===== config.mk =====
export PLATFORM = sky130hd
export DESIGN_NAME = escape_sequence_unescaper
export DESIGN_NICKNAME = d
export VERILOG_FILES = /design/src/esu_pkg.sv /design/src/esu_decode.sv /design/src/esu_out_fifo.sv /design/src/escape_sequence_unescaper.sv
export SDC_FILE = /design/constraint.sdc
export NUM_CORES = 1
export LEC_CHECK = 0
export BUFFER_PORTS_ARGS = -buffer_cell sky130_fd_sc_hd__buf_2
export CELL_PAD_IN_SITES_DETAIL_PLACEMENT = 2
export CELL_PAD_IN_SITES_GLOBAL_PLACEMENT = 2
export CORE_ASPECT_RATIO = 0.8
export CORE_UTILIZATION = 33
export CTS_BUF_LIST = sky130_fd_sc_hd__clkbuf_4
export DETAILED_ROUTE_END_ITERATION = 16
export GPL_TIMING_DRIVEN = 0
export PLACE_DENSITY = 0.8
export SLEW_MARGIN = 20
export SYNTH_ARGS = -nofsm -noshare
export SYNTH_HDL_FRONTEND = slang
export SYNTH_SLANG_ARGS = --single-unit

===== constraint.sdc =====
create_clock -name clk -period 6 [get_ports clk]
set_input_delay 0.9 -clock clk [delete_from_list [all_inputs] [get_ports clk]]
set_output_delay 0.9 -clock clk [all_outputs]
set_load 0.02 [all_outputs]

===== src/esu_pkg.sv =====
// Shared types and constants for the escape sequence unescaper.
package esu_pkg;

    // Most result beats that one input beat can cause.
    localparam int MAX_RES = 3;

    // Default depth of the result queue; a power of two, at least four.
    localparam int FIFO_DEPTH_DEF = 8;

    typedef struct packed {
        logic [7:0] in_byte;
        logic       in_last;
    } in_beat_t;

    typedef struct packed {
        logic [7:0] out_byte;
        logic       out_valid;
        logic       run_last;
        logic       string_end;
    } res_beat_t;

    // Results of one decoded beat, handed from the decoder to the queue.
    typedef struct packed {
        logic [1:0]                 cnt;
        res_beat_t [MAX_RES-1:0]    beat;
    } push_t;

endpackage


===== src/esu_decode.sv =====
// Decoder state machine: turns one raw byte into up to three result beats.
module esu_decode (
    input  logic             clk,
    input  logic             rst_n,
    input  logic             take,
    input  esu_pkg::in_beat_t item,
    output esu_pkg::push_t   push
);
    import esu_pkg::*;

    typedef enum logic [2:0] {
        PH_START,
        PH_MPEND,
        PH_AFTERM,
        PH_SKIPSP,
        PH_NORMAL,
        PH_BSL,
        PH_CARET,
        PH_OCTAL
    } phase_t;

    localparam logic [7:0] CH_ESC   = 8'd27;
    localparam logic [7:0] CH_BEL   = 8'd7;
    localparam logic [7:0] CH_CR    = 8'd13;
    localparam logic [7:0] CH_DEL   = 8'd127;
    localparam logic [7:0] CH_AT    = 8'h40;
    localparam logic [7:0] CH_M     = 8'h4D;
    localparam logic [7:0] CH_DASH  = 8'h2D;
    localparam logic [7:0] CH_LX    = 8'h78;
    localparam logic [7:0] CH_UX    = 8'h58;
    localparam logic [7:0] CH_BSL   = 8'h5C;
    localparam logic [7:0] CH_CARET = 8'h5E;
    localparam logic [7:0] CH_QMARK = 8'h3F;
    localparam logic [7:0] CH_RBRK  = 8'h5D;
    localparam logic [7:0] CH_SPACE = 8'h20;
    localparam logic [7:0] CH_0     = 8'h30;
    localparam logic [7:0] CH_7     = 8'h37;
    localparam logic [7:0] CH_LA    = 8'h61;
    localparam logic [7:0] CH_LZ    = 8'h7A;
    localparam logic [7:0] CH_LB    = 8'h62;
    localparam logic [7:0] CH_UE    = 8'h45;
    localparam logic [7:0] CH_LE    = 8'h65;
    localparam logic [7:0] CH_LN    = 8'h6E;
    localparam logic [7:0] CH_LR    = 8'h72;
    localparam logic [7:0] CH_LT    = 8'h74;

    phase_t     phase_reg, phase_next;
    logic [7:0] oct_val_reg, oct_val_next;
    logic [1:0] oct_cnt_reg, oct_cnt_next;
    logic [7:0] trailer_reg, trailer_next;
    logic [7:0] prev_reg, prev_next;
    logic [1:0] out_cnt_reg, out_cnt_next;
    logic       lesc_reg, lesc_next;

    logic [7:0] ch;
    logic       last;
    logic       ch_oct;
    logic       ch_space;
    logic       plain_en;
    phase_t     plain_phase;
    logic [7:0] caret_up;
    logic [7:0] caret_val;
    logic [7:0] esc_val;
    logic [7:0] oct_acc;

    phase_t     ph_v;
    logic [7:0] ov_v;
    logic [1:0] oc_v;
    logic       a_en;
    logic [7:0] a_byte;
    logic       b_en;
    logic       f_en;
    logic [7:0] f_byte;
    logic       set_cr;
    logic       slot_en   [0:MAX_RES-1];
    logic [7:0] slot_byte [0:MAX_RES-1];
    logic [1:0] cnt_v;
    logic [7:0] prev_v;
    logic       lesc_v;
    logic [7:0] trail_v;
    logic       d_en;
    logic [7:0] list_v [0:3];
    logic [1:0] n_v;
    logic       empty_end;

    assign ch       = item.in_byte;
    assign last     = item.in_last;
    assign ch_oct   = (ch >= CH_0) && (ch <= CH_7);
    assign ch_space = (ch == CH_SPACE) || ((ch >= 8'd9) && (ch <= 8'd13));
    assign plain_en = (ch != CH_BSL) && (ch != CH_CARET);
    assign plain_phase = (ch == CH_BSL)   ? PH_BSL   :
                         (ch == CH_CARET) ? PH_CARET : PH_NORMAL;
    assign caret_up  = ((ch >= CH_LA) && (ch <= CH_LZ)) ? ch - 8'd32 : ch;
    assign caret_val = (ch == CH_QMARK) ? CH_DEL : caret_up - CH_AT;
    // Shifting in an octal digit keeps the low eight bits only.
    assign oct_acc   = {oct_val_reg[4:0], ch[2:0]};

    always_comb
    begin
        case (ch)
            CH_LA:   esc_val = 8'd7;
            CH_LB:   esc_val = 8'd8;
            CH_UE:   esc_val = CH_ESC;
            CH_LE:   esc_val = CH_ESC;
            CH_LN:   esc_val = 8'd10;
            CH_LR:   esc_val = 8'd13;
            CH_LT:   esc_val = 8'd9;
            default: esc_val = ch;
        endcase
    end

    // Phase handling: at most one byte from the phase itself and one plain byte.
    always_comb
    begin
        ph_v   = phase_reg;
        ov_v   = oct_val_reg;
        oc_v   = oct_cnt_reg;
        a_en   = 1'b0;
        a_byte = 8'd0;
        b_en   = 1'b0;
        set_cr = 1'b0;
        case (phase_reg)
            PH_START:
            begin
                if (ch == CH_M)
                begin
                    ph_v = PH_MPEND;
                end
                else
                begin
                    b_en = plain_en;
                    ph_v = plain_phase;
                end
            end
            PH_MPEND:
            begin
                a_en = 1'b1;
                if (ch == CH_DASH)
                begin
                    a_byte = CH_ESC;
                    ph_v   = PH_AFTERM;
                end
                else
                begin
                    a_byte = CH_M;
                    b_en   = plain_en;
                    ph_v   = plain_phase;
                end
            end
            PH_AFTERM:
            begin
                if ((ch == CH_LX) || (ch == CH_UX))
                begin
                    a_en   = 1'b1;
                    a_byte = CH_LX;
                    set_cr = 1'b1;
                    ph_v   = PH_SKIPSP;
                end
                else
                begin
                    b_en = plain_en;
                    ph_v = plain_phase;
                end
            end
            PH_SKIPSP:
            begin
                if (!ch_space)
                begin
                    b_en = plain_en;
                    ph_v = plain_phase;
                end
            end
            PH_BSL:
            begin
                if (ch_oct)
                begin
                    ov_v = {5'd0, ch[2:0]};
                    oc_v = 2'd1;
                    ph_v = PH_OCTAL;
                end
                else
                begin
                    a_en   = 1'b1;
                    a_byte = esc_val;
                    ph_v   = PH_NORMAL;
                end
            end
            PH_CARET:
            begin
                a_en   = 1'b1;
                a_byte = caret_val;
                ph_v   = PH_NORMAL;
            end
            PH_OCTAL:
            begin
                if (ch_oct && (oct_cnt_reg != 2'd3))
                begin
                    if (oct_cnt_reg == 2'd2)
                    begin
                        // The third digit completes the value at once.
                        a_en   = 1'b1;
                        a_byte = oct_acc;
                        ov_v   = 8'd0;
                        oc_v   = 2'd0;
                        ph_v   = PH_NORMAL;
                    end
                    else
                    begin
                        ov_v = oct_acc;
                        oc_v = oct_cnt_reg + 2'd1;
                    end
                end
                else
                begin
                    a_en   = 1'b1;
                    a_byte = oct_val_reg;
                    ov_v   = 8'd0;
                    oc_v   = 2'd0;
                    b_en   = plain_en;
                    ph_v   = plain_phase;
                end
            end
            PH_NORMAL:
            begin
                b_en = plain_en;
                ph_v = plain_phase;
            end
            default:
            begin
                b_en = plain_en;
                ph_v = plain_phase;
            end
        endcase
    end

    // A lone M or pending octal digits are flushed at the end of the string.
    assign f_en   = last && ((ph_v == PH_MPEND) || (ph_v == PH_OCTAL));
    assign f_byte = (ph_v == PH_MPEND) ? CH_M : ov_v;

    always_comb
    begin
        slot_en[0]   = a_en;
        slot_byte[0] = a_byte;
        slot_en[1]   = b_en;
        slot_byte[1] = ch;
        slot_en[2]   = f_en;
        slot_byte[2] = f_byte;
    end

    // Walk the emitted bytes in order, tracking what the trailer rules need.
    always_comb
    begin
        cnt_v   = out_cnt_reg;
        prev_v  = prev_reg;
        lesc_v  = lesc_reg;
        trail_v = set_cr ? CH_CR : trailer_reg;
        n_v     = 2'd0;
        for (int k = 0; k < 4; k++)
        begin
            list_v[k] = 8'd0;
        end
        for (int i = 0; i < MAX_RES; i++)
        begin
            if (slot_en[i])
            begin
                if ((cnt_v == 2'd0) && (slot_byte[i] == CH_ESC))
                begin
                    lesc_v = 1'b1;
                end
                if ((cnt_v == 2'd1) && lesc_v && (slot_byte[i] == CH_RBRK))
                begin
                    trail_v = CH_BEL;
                end
                if (cnt_v != 2'd2)
                begin
                    cnt_v = cnt_v + 2'd1;
                end
                prev_v      = slot_byte[i];
                list_v[n_v] = slot_byte[i];
                n_v         = n_v + 2'd1;
            end
        end
        d_en = last && (trail_v != 8'd0) && ((cnt_v == 2'd0) || (prev_v != trail_v));
        if (d_en)
        begin
            list_v[n_v] = trail_v;
            n_v         = n_v + 2'd1;
        end
    end

    assign empty_end = last && (n_v == 2'd0);

    always_comb
    begin
        push.cnt = 2'd0;
        if (take)
        begin
            push.cnt = empty_end ? 2'd1 : n_v;
        end
        for (int j = 0; j < MAX_RES; j++)
        begin
            push.beat[j].out_byte   = list_v[j];
            push.beat[j].out_valid  = 2'(j) < n_v;
            push.beat[j].run_last   = empty_end ? (j == 0) : (2'(j) == n_v - 2'd1);
            push.beat[j].string_end = last &&
                                      (empty_end ? (j == 0) : (2'(j) == n_v - 2'd1));
        end
    end

    always_comb
    begin
        phase_next   = phase_reg;
        oct_val_next = oct_val_reg;
        oct_cnt_next = oct_cnt_reg;
        trailer_next = trailer_reg;
        prev_next    = prev_reg;
        out_cnt_next = out_cnt_reg;
        lesc_next    = lesc_reg;
        if (take)
        begin
            if (last)
            begin
                phase_next   = PH_START;
                oct_val_next = 8'd0;
                oct_cnt_next = 2'd0;
                trailer_next = 8'd0;
                prev_next    = 8'd0;
                out_cnt_next = 2'd0;
                lesc_next    = 1'b0;
            end
            else
            begin
                phase_next   = ph_v;
                oct_val_next = ov_v;
                oct_cnt_next = oc_v;
                trailer_next = trail_v;
                prev_next    = prev_v;
                out_cnt_next = cnt_v;
                lesc_next    = lesc_v;
            end
        end
    end

    always_ff @(posedge clk or negedge rst_n)
    begin
        if (!rst_n)
        begin
            phase_reg   <= PH_START;
            oct_val_reg <= 8'd0;
            oct_cnt_reg <= 2'd0;
            trailer_reg <= 8'd0;
            prev_reg    <= 8'd0;
            out_cnt_reg <= 2'd0;
            lesc_reg    <= 1'b0;
        end
        else
        begin
            phase_reg   <= phase_next;
            oct_val_reg <= oct_val_next;
            oct_cnt_reg <= oct_cnt_next;
            trailer_reg <= trailer_next;
            prev_reg    <= prev_next;
            out_cnt_reg <= out_cnt_next;
            lesc_reg    <= lesc_next;
        end
    end

    // The end of a string always returns the decoder to its start state.
    a_end_resets: assert property (@(posedge clk) disable iff (!rst_n)
        take && item.in_last |=> phase_reg == PH_START && out_cnt_reg == 2'd0 &&
                                 trailer_reg == 8'd0 && !lesc_reg)
        else $error("decoder state not cleared after string end");

    // A string end always produces at least one result beat.
    a_end_has_beat: assert property (@(posedge clk) disable iff (!rst_n)
        take && item.in_last |-> push.cnt != 2'd0)
        else $error("string end produced no result beat");

endmodule


===== src/esu_out_fifo.sv =====
// Result queue: takes up to three beats a cycle and hands out one while res_ready is high.
module esu_out_fifo #(
    parameter int DEPTH = esu_pkg::FIFO_DEPTH_DEF
) (
    input  logic               clk,
    input  logic               rst_n,
    input  esu_pkg::push_t     push,
    output logic               room,
    output logic               res_valid,
    input  logic               res_ready,
    output esu_pkg::res_beat_t res_beat
);
    import esu_pkg::*;

    localparam int AW = $clog2(DEPTH);
    localparam int CW = $clog2(DEPTH + 1);

    res_beat_t         mem_reg [0:DEPTH-1];
    logic [AW-1:0]     wr_ptr_reg, wr_ptr_next;
    logic [AW-1:0]     rd_ptr_reg, rd_ptr_next;
    logic [CW-1:0]     cnt_reg, cnt_next;
    logic              pop;

    assign room      = cnt_reg <= CW'(DEPTH - MAX_RES);
    assign res_valid = cnt_reg != '0;
    assign res_beat  = mem_reg[rd_ptr_reg];
    assign pop       = res_valid && res_ready;

    assign wr_ptr_next = wr_ptr_reg + AW'(push.cnt);
    assign rd_ptr_next = rd_ptr_reg + AW'(pop);
    assign cnt_next    = cnt_reg + CW'(push.cnt) - CW'(pop);

    always_ff @(posedge clk)
    begin
        for (int i = 0; i < MAX_RES; i++)
        begin
            if (2'(i) < push.cnt)
            begin
                mem_reg[wr_ptr_reg + AW'(i)] <= push.beat[i];
            end
        end
    end

    always_ff @(posedge clk or negedge rst_n)
    begin
        if (!rst_n)
        begin
            wr_ptr_reg <= '0;
            rd_ptr_reg <= '0;
            cnt_reg    <= '0;
        end
        else
        begin
            wr_ptr_reg <= wr_ptr_next;
            rd_ptr_reg <= rd_ptr_next;
            cnt_reg    <= cnt_next;
        end
    end

    a_no_overflow: assert property (@(posedge clk) disable iff (!rst_n)
        push.cnt != 2'd0 |-> room)
        else $error("result queue written without room");

    a_cnt_bound: assert property (@(posedge clk) disable iff (!rst_n)
        cnt_reg <= CW'(DEPTH))
        else $error("result queue count beyond depth");

    a_pop_drops: assert property (@(posedge clk) disable iff (!rst_n)
        pop && push.cnt == 2'd0 |=> cnt_reg == $past(cnt_reg) - CW'(1))
        else $error("result queue count did not drop on a read");

endmodule


===== src/escape_sequence_unescaper.sv =====
// Top level of the escape sequence unescaper: input register, decoder, result queue.
//
//   Channel   Handshake               Payload
//   input     in_valid / in_ready     in_beat  (esu_pkg::in_beat_t: raw byte, last flag)
//   result    res_valid / res_ready   res_beat (esu_pkg::res_beat_t: byte, valid, ends)
//
// One input beat is accepted per cycle while the result queue has room. A beat is
// held in the input register, decoded from there, and its results are written
// into the result queue, where they can be read. Most beats give one result or none;
// a beat that gives two or three results occupies the result port for each of them
// in turn, and the input stalls only when the result queue has fewer than
// three free entries. Reset clears the input valid flag, the decoder and the
// queue pointers at once; there is no clearing pass.
module escape_sequence_unescaper #(
    parameter int FIFO_DEPTH = esu_pkg::FIFO_DEPTH_DEF
) (
    input  logic               clk,
    input  logic               rst_n,
    input  logic               in_valid,
    output logic               in_ready,
    input  esu_pkg::in_beat_t  in_beat,
    output logic               res_valid,
    input  logic               res_ready,
    output esu_pkg::res_beat_t res_beat
);
    import esu_pkg::*;

    // Input register: holds the beat being decoded this cycle.
    logic     in_vld_reg, in_vld_next;
    in_beat_t in_data_reg;

    // The decoder consumes the held beat whenever the queue can take three results.
    logic  take;
    logic  room;
    push_t push;

    assign take        = in_vld_reg && room;
    assign in_ready    = !in_vld_reg || take;
    assign in_vld_next = (in_valid && in_ready) || (in_vld_reg && !take);

    always_ff @(posedge clk or negedge rst_n)
    begin
        if (!rst_n)
        begin
            in_vld_reg <= 1'b0;
        end
        else
        begin
            in_vld_reg <= in_vld_next;
        end
    end

    always_ff @(posedge clk)
    begin
        if (in_valid && in_ready)
        begin
            in_data_reg <= in_beat;
        end
    end

    // Decoder: phase state machine plus the trailer and leading ESC tracking.
    esu_decode u_decode (
        .clk   (clk),
        .rst_n (rst_n),
        .take  (take),
        .item  (in_data_reg),
        .push  (push)
    );

    // Result queue: absorbs the occasional extra results from a flush, a trailer or a held M or octal value.
    esu_out_fifo #(
        .DEPTH (FIFO_DEPTH)
    ) u_out_fifo (
        .clk       (clk),
        .rst_n     (rst_n),
        .push      (push),
        .room      (room),
        .res_valid (res_valid),
        .res_ready (res_ready),
        .res_beat  (res_beat)
    );

endmodule

==> summary.md, run 1 <==
| Metric | Value |
|---|---|
| Status | `finished, violations left` |
| Failing checks | `DRC, setup timing` |
| Top-count cell post-synth | `edfxtp_1` |
| Total power | `7.80 mW` |
| GR Util met2 | `50.8%` |
| FP Rows | `59` |
| Post-synth EDFFs | `97` |
| CTS tree | `done` |
| Final nets | `1,322` |
| Number of setup violations in the final report | `174` |
| RePlAce Congestion | `0.938` |
| Period Utilization, post-route | `109%` |
| Layout Cells excl Fill | `1,721` |
| Max IR drop VDD | `0.000179 V` |
| Max_cap viols | `0` |
| Starting density of the core | `33.5%` |
| Worst Skew | `0.0390 ns` |
| Reg2Reg Setup Slack | `-0.54 ns` |
| 1st-pass router iterations | `13` |
| CTS sink cnt | `140` |
| Fin worst setup slack | `-0.545 ns` |
| Port buffer count | `25` |
| Yosys reg bits | `140` |
| Vias in the first global route | `11,900` |
| Post-Syn Area | `10,900 sq um` |
| Largest cells by area after synthesis | `edfxtp_1, dfrtp_1, a31oi_1` |
| Crit. End Element | `flip-flop` |
| Area Overhead vs Synth | `25.2%` |
| Fmax | `0.153 GHz` |
| DIE AREA | `33,800 sq um` |
| Synth top area share | `26.7%` |
| Startpoint types | `flip-flop` |
| Layout cells sized above 1 | `30.0%` |
| Post-synth top area cell | `edfxtp_1` |
| Required @ worst endpoint | `6.52 ns` |
| First-pass GRT wire length | `79,900 microns` |
| Relative slew slack | `31.8%` |
| Final WL | `58,400 microns` |
| Final Hold Vio Count | `0` |
| Die width | `205 microns` |
| CTS buffer count | `17` |
| All-Layer GR Usage | `32.3%` |
| Ratio of routed vias to standard cells | `7.00` |
| Slew Viols, Final | `0` |
| DRC Markers | `1` |
| Max clock buf depth | `2` |
| Io pins | `26` |
| CP arrival | `7.06 ns` |
| GR Overflow Total | `0` |
| Pwr dens | `571 nW/um^2` |
| Prevailing post-synth register cell | `edfxtp_1` |
| Hold WC Path Type | `in -> async` |
| Dpl cells | `1,614` |
| Largest net degree at the start of global routing | `44` |
| Mapped Cells | `1,160` |
| CTS clk-pin slew, worst paths | `0.17 ns` |
| Fin crit period | `6.54 ns` |
| Synth cell count leaders | `edfxtp_1, o21ai_0, a31oi_1` |
| Iter 0 DRT Violations | `1,542` |
| Via count | `12,000` |
| Core Area | `32,600 sq um` |
| Met1 Usage GRT | `44.3%` |
| Met3 Usage GRT | `5.96%` |
| Post-DP HPWL | `36,900 microns` |
| P_leak | `4.62 nW` |
| Clock latency on the worst-skew pair | `0.65 ns` |
| H-tree Lvls | `4` |
| Filler cells | `3,407` |
| Crit Path Class | `reg -> reg` |
| Critical Path Fanout Max | `10` |
| Net count after synthesis | `1,202` |
| Area post-placement | `11,800 sq um` |
| Height of the die | `165 microns` |
| Initial antenna violation count | `2` |
| Register area share after synthesis | `36.6%` |
| Max FFs per register | `88` |
| Synth Warn # | `0` |
| Wire per inst | `33.9 microns` |
| Synthesized area per cell | `9.40 sq um` |
| Slew @ Worst Pin | `1.02 ns` |
| Async SR Flop Fraction | `30.7%` |
| RSZ-0062 raised after global routing | `yes` |
| Fin util | `42.0%` |
| Finished Cell Area | `13,700 sq um` |
| Number of distinct library cells after synthesis | `106` |
| Antenna viol nets, final | `0` |
| Root Driver | `clkbuf_4` |
| GR peak layer | `met2` |
==> cells by family after synthesis <==
| logic type | share of synthesized area (%) |
|---|---|
| simple gates | 21.9 |
| flops | 36.6 |
| buf+inv | 4.86 |
| compound gates | 22.7 |
| fa+ha+maj | 3.46 |
| mux | 9.49 |
| xor+xnor | 0.963 |
==> stage by stage <==
stage / setup slack, ns / hold WS [ns] / setup TNS (ns)
3_5_place_dp: -1.80 / 0.471 / -228.29
2_1_floorplan: -0.141 / 0.442 / -0.303
6_report: -0.545 / 0.221 / -39.85
5_1_grt: -0.638 / 0.246 / -54.48
4_1_cts: -0.0556 / 0.410 / -0.167
3_3_place_gp: -1.94 / 0.463 / -236.89
==> where the power goes <==
group	switching, mW	total [mW]	internal (mW)
Combinational	3.60	5.51	1.91
Sequential	0.132	1.57	1.44
Clock	0.441	0.708	0.267
Total	4.18	7.80	3.62
==> layer usage <==
metal	part of all wire, %	up-vias
met5	0	-
met4	4.0	0
met3	10	191
met2	45	841
met1	40	6213
li1	-	4800
==> final cells by class <==
cell class                 count  area [sq um]  share of cell area, %
tap                          427           534                   3.91
buffer                        74           439                   3.22
sequential                   140          3990                   29.2
timing repair buffer         110           960                   7.03
multi-input combinational    899          7270                   53.2
inverter                      38           161                   1.18
antenna                        1          2.50                 0.0183
clock buffer                  19           143                   1.04
clock inverter                13           156                   1.15
==> final timing paths <==
kind | to | start | depth (start not counted)
setup reg to reg | u_out_fifo.cnt_reg[2] | in_data_reg[8] | 25
max in group asynchronous | u_decode.phase_reg[2] | rst_n | 1
hold reg to reg | u_decode.prev_reg[4] | u_decode.prev_reg[4] | 2
setup / recovery | u_out_fifo.cnt_reg[2] | in_data_reg[8] | 25
hold / removal | u_out_fifo.rd_ptr_reg[2] | rst_n | 1
min in group clk | in_data_reg[2] | in_beat[2] | 1
==> layout by cell type, fill, tap and decap left out, types with 9 or more instances in the layout <==
cell / synthesis / layout
a31oi_1: 85 / 75
clkbuf_4: 0 / 24
a21oi_1: 22 / 19
edfxtp_1: 97 / 97
a31oi_2: 1 / 9
a22oi_1: 15 / 15
clkbuf_2: 2 / 9
buf_4: 4 / 72
buf_6: 1 / 9
nor3_1: 75 / 72
or2_2: 13 / 12
buf_12: 0 / 12
dfrtp_1: 43 / 42
buf_2: 41 / 47
clkbuf_1: 29 / 19
ha_1: 27 / 20
nand3_1: 84 / 80
nand4_1: 16 / 16
nor2_1: 46 / 42
o21ai_0: 89 / 87
nand2b_1: 24 / 23
and2_1: 12 / 11
mux2_2: 15 / 13
mux2i_1: 37 / 19
mux2i_2: 0 / 10
nand2_1: 80 / 79
inv_1: 36 / 29
mux4_2: 22 / 22
==> worst max-delay path, cell delays in order (launching register included) <==
cell and delay (ns):
edfxtp_1 0.48, buf_4 0.19, buf_2 0.21, nor4bb_4 0.46, nor2b_4 0.31, nand2_1 0.12
a41oi_1 0.61, o21ai_4 0.22, and3_1 0.28, buf_2 0.19, a21o_1 0.22, a21oi_1 0.52
o2111ai_4 0.20, nor4b_4 0.38, buf_4 0.20, a211o_1 0.15, buf_6 0.13, and3_4 0.20
buf_8 0.12, a21oi_4 0.06, nand2b_4 0.18, ha_4 0.29, inv_2 0.03, ha_4 0.15
fa_2 0.33, xor2_1 0.15
==> repair_timing <==
action / CTS / global route
gates cloned: 0 / 2
hold buffers: 0 / 0
buffers inserted: 52 / 29
pin swaps: 34 / 17
endpoints found under the setup margin: 183 / 176
resized for setup: 112 / 65
Note: power is estimated with default switching activity, not from simulation.
==> run 2: changes to the inputs <==
--- a/config.mk
+++ b/config.mk
@@ -13,7 +13,7 @@
 export CTS_BUF_LIST = sky130_fd_sc_hd__clkbuf_4
 export DETAILED_ROUTE_END_ITERATION = 16
 export GPL_TIMING_DRIVEN = 0
-export PLACE_DENSITY = 0.8
+export PLACE_DENSITY = 0.77
 export SLEW_MARGIN = 20
 export SYNTH_ARGS = -nofsm -noshare
 export SYNTH_HDL_FRONTEND = slang
==> constraint.sdc (replaced) <==
create_clock -name clk -period 8.15 [get_ports clk]
set_input_delay 1.2225 -clock clk [delete_from_list [all_inputs] [get_ports clk]]
set_output_delay 1.2225 -clock clk [all_outputs]
set_load 0.02 [all_outputs]
==> run 2 against run 1 <==
The flow finishes with violations (DRC). Sequential share of layout area grew 3.8 points. Combinational power shrank 42%. Clock power shrank 27%. First-iteration DRC count shrank 18%. Sequential power shrank 26%. Critical path type unchanged. Critical endpoint unchanged.
==> summary.md, run 2 (synthesis gave the netlist of run 1 again) <==
| Metric | Value |
|---|---|
| Status | `finished, violations left (unchanged)` |
| Failing checks | `DRC (was DRC, setup timing)` |
| Iter 0 DRT Violations | `1,267 (was 1,542)` |
| Area post-placement | `11,700 sq um (was 11,800 sq um)` |
| Post-DP HPWL | `37,300 microns (was 36,900 microns)` |
| 1st-pass router iterations | `11 (was 13)` |
| Wire per inst | `29.9 microns (was 33.9 microns)` |
| Crit Path Class | `reg -> reg (unchanged)` |
| Final WL | `49,300 microns (was 58,400 microns)` |
| CTS tree | `done (unchanged)` |
| Fin worst setup slack | `0.366 ns (was -0.545 ns)` |
| Metal-1 WL | `23,100 microns (was 23,500 microns)` |
| RePlAce Congestion | `0.952 (was 0.938)` |
| Uppermost layer routed | `met5 (was met4)` |
| Dpl cells | `1,614 (unchanged)` |
| Io pins | `26 (unchanged)` |
| Hold Slack | `0.522 ns (was 0.221 ns)` |
| P_leak | `3.97 nW (was 4.62 nW)` |
| R2R Path End | `u_out_fifo.cnt_reg[2] (unchanged)` |
| Fin util | `37.1% (was 42.0%)` |
| Cell mode on critical path | `ha_1` |
| Height of the die | `165 microns (unchanged)` |
| Finished Cell Area | `12,100 sq um (was 13,700 sq um)` |
| Reg2Reg Setup Slack | `0.37 ns (was -0.54 ns)` |
| Core Area | `32,600 sq um (unchanged)` |
| Hold WC Path Type | `reg -> reg (was in -> async)` |
| Starting density of the core | `33.5% (unchanged)` |
| CTS buffer count | `17 (unchanged)` |
| RR Startpoint | `in_data_reg[4] (was in_data_reg[8])` |
| Max_cap viols | `0 (unchanged)` |
| Clock latency on the worst-skew pair | `0.67 ns (was 0.65 ns)` |
| Slew Viols, Final | `0 (unchanged)` |
| Via count | `10,900 (was 12,000)` |
| WHS Endpoint | `u_decode.prev_reg[7]` |
| Wire length on met3 | `4150 microns (was 5980 microns)` |
| Pre-CTS WS | `-0.516 ns (was -1.80 ns)` |
| Antenna viol nets, final | `0 (unchanged)` |
| Vias in the first global route | `11,100 (was 11,900)` |
| Final nets | `1,249 (was 1,322)` |
| DIE AREA | `33,800 sq um (unchanged)` |
| Post-CTS Hold Buffers | `0 (unchanged)` |
| Met2 WL | `21,400 microns (was 26,600 microns)` |
| Area Overhead vs Synth | `10.7% (was 25.2%)` |
| Die width | `205 microns (unchanged)` |
| RSZ-0062 raised after global routing | `no (was yes)` |
| Final Hold Vio Count | `0 (unchanged)` |
| Commonest non-fill, non-tap cell in the layout | `edfxtp_1 (unchanged)` |
| Layout Cells excl Fill | `1,648 (was 1,721)` |
| Relative slew slack | `23.9% (was 31.8%)` |
| Largest net degree at the start of global routing | `44 (unchanged)` |
| Critical Path Fanout Max | `10 (unchanged)` |
| Filler cells | `3,599 (was 3,407)` |
| GR Overflow Total | `0 (unchanged)` |
| DRC Markers | `1 (unchanged)` |
| All-Layer GR Usage | `29.9% (was 32.3%)` |
| Max IR drop VDD | `0.000161 V (was 0.000179 V)` |
| Crit. End Element | `flip-flop (unchanged)` |
| Reg2reg path depth | `29 (was 25)` |
| Total power | `4.89 mW (was 7.80 mW)` |
| Slew @ Worst Pin | `1.11 ns (was 1.02 ns)` |
| Layout cells sized above 1 | `18.1% (was 30.0%)` |
| FP Rows | `59 (unchanged)` |
| Port buffer count | `25 (unchanged)` |
| Worst hold path startpoint | `u_decode.prev_reg[7]` |
| Fin crit period | `7.78 ns (was 6.54 ns)` |
| Max clock buf depth | `2 (unchanged)` |
| Ratio of routed vias to standard cells | `6.61 (was 7.00)` |
| Max FFs per register | `88 (unchanged)` |
| CTS clk-pin slew, worst paths | `0.16 ns (was 0.17 ns)` |
| CP arrival | `8.34 ns (was 7.06 ns)` |
| Period Utilization, post-route | `95.5% (was 109%)` |
| Number of setup violations in the final report | `0 (was 174)` |
| Required @ worst endpoint | `8.70 ns (was 6.52 ns)` |
| Initial antenna violation count | `3 (was 2)` |
| Pwr dens | `405 nW/um^2 (was 571 nW/um^2)` |
| Fmax | `0.128 GHz (was 0.153 GHz)` |
| Worst hold path depth | `2` |
| Root Driver | `clkbuf_4 (unchanged)` |
| H-tree Lvls | `4 (unchanged)` |
| First-pass GRT wire length | `73,800 microns (was 79,900 microns)` |
| Max incr delay on CP | `0.47 ns (was 0.61 ns)` |
| CTS sink cnt | `140 (unchanged)` |
| Sum Neg Setup Slack | `0 ns (was -39.85 ns)` |
| Slowest CP cell | `or3_4 (was a41oi_1)` |
| Most frequent cells in the layout | `edfxtp_1, o21ai_0, a31oi_1 (was edfxtp_1, o21ai_0, nand3_1)` |
| Worst Skew | `0.0304 ns (was 0.0390 ns)` |
| Startpoint types | `flip-flop (unchanged)` |
[run 2: cell types whose count changed in the layout (fill, tap and decap cells not counted), moves of 7 or more]
cell / previous run / this run
a31oi_2: 9 / 1
a31oi_1: 75 / 85
mux2i_2: 10 / 1
clkbuf_1: 19 / 27
buf_4: 72 / 7
ha_1: 20 / 27
mux2i_1: 19 / 36
buf_2: 47 / 65
inv_1: 29 / 36
buf_12: 12 / 0
clkbuf_4: 24 / 17
mux2i_4: 8 / 0
[run 2: worst max-delay path by stage]
stage	to	from	cells past startpoint	slack [ns]
global route	u_out_fifo.cnt_reg[2]	in_data_reg[4]	29	0.03
floorplan	u_out_fifo.cnt_reg[2]	in_data_reg[7]	29	1.69
finish	u_out_fifo.cnt_reg[2]	in_data_reg[4]	29	0.37
detailed placement	u_out_fifo.cnt_reg[2]	in_data_reg[7]	27	-0.52
CTS	u_out_fifo.cnt_reg[2]	in_data_reg[7]	29	0.11
global placement	u_out_fifo.mem_reg[4][8]	in_data_reg[7]	22	-0.52
[run 2: per-layer routing]
metal / vias up / global-route usage (%)
met1: 5720 / 44.1
met3: 48 / 6.63
met2: 480 / 44.1
met4: 2 / 6.43
li1: 4649 / -
met5: - / 0
[run 2: layout make-up]
class                      instances  area, sq um  share of cell area [%]
clock inverter                    15          174                    1.44
antenna                            1         2.50                  0.0207
multi-input combinational        899         6550                    54.3
buffer                            82          388                    3.21
inverter                          38          143                    1.18
timing repair buffer              29          165                    1.37
sequential                       140         3990                    33.0
tap                              427          534                    4.42
clock buffer                      17          128                    1.06
[run 2: report_power, final]
part	internal, mW	switching (mW)
Clock	0.168	0.348
Combinational	1.01	2.21
Sequential	1.06	0.0958
Total	2.24	2.65
[run 2: critical path, delay by kind of cell (launching register included)]
| kind | cells | cell delay, ns |
|---|---|---|
| flip-flops | 1 | 0.41 |
| XOR/XNOR | 1 | 0.18 |
| buffers and inverters | 7 | 1.35 |
| AND/OR/NAND/NOR | 10 | 2.77 |
| adder cells (fa/ha/maj) | 5 | 1.51 |
| AO/OA/AOI/OAI | 4 | 0.81 |
| multiplexers | 2 | 0.61 |
[run 2: timing repair]
item                       in CTS  in global routing
gates resized for setup         5                  8
pin swaps                       1                  0
buffers inserted                2                  0
setup endpoints to repair       6                 62
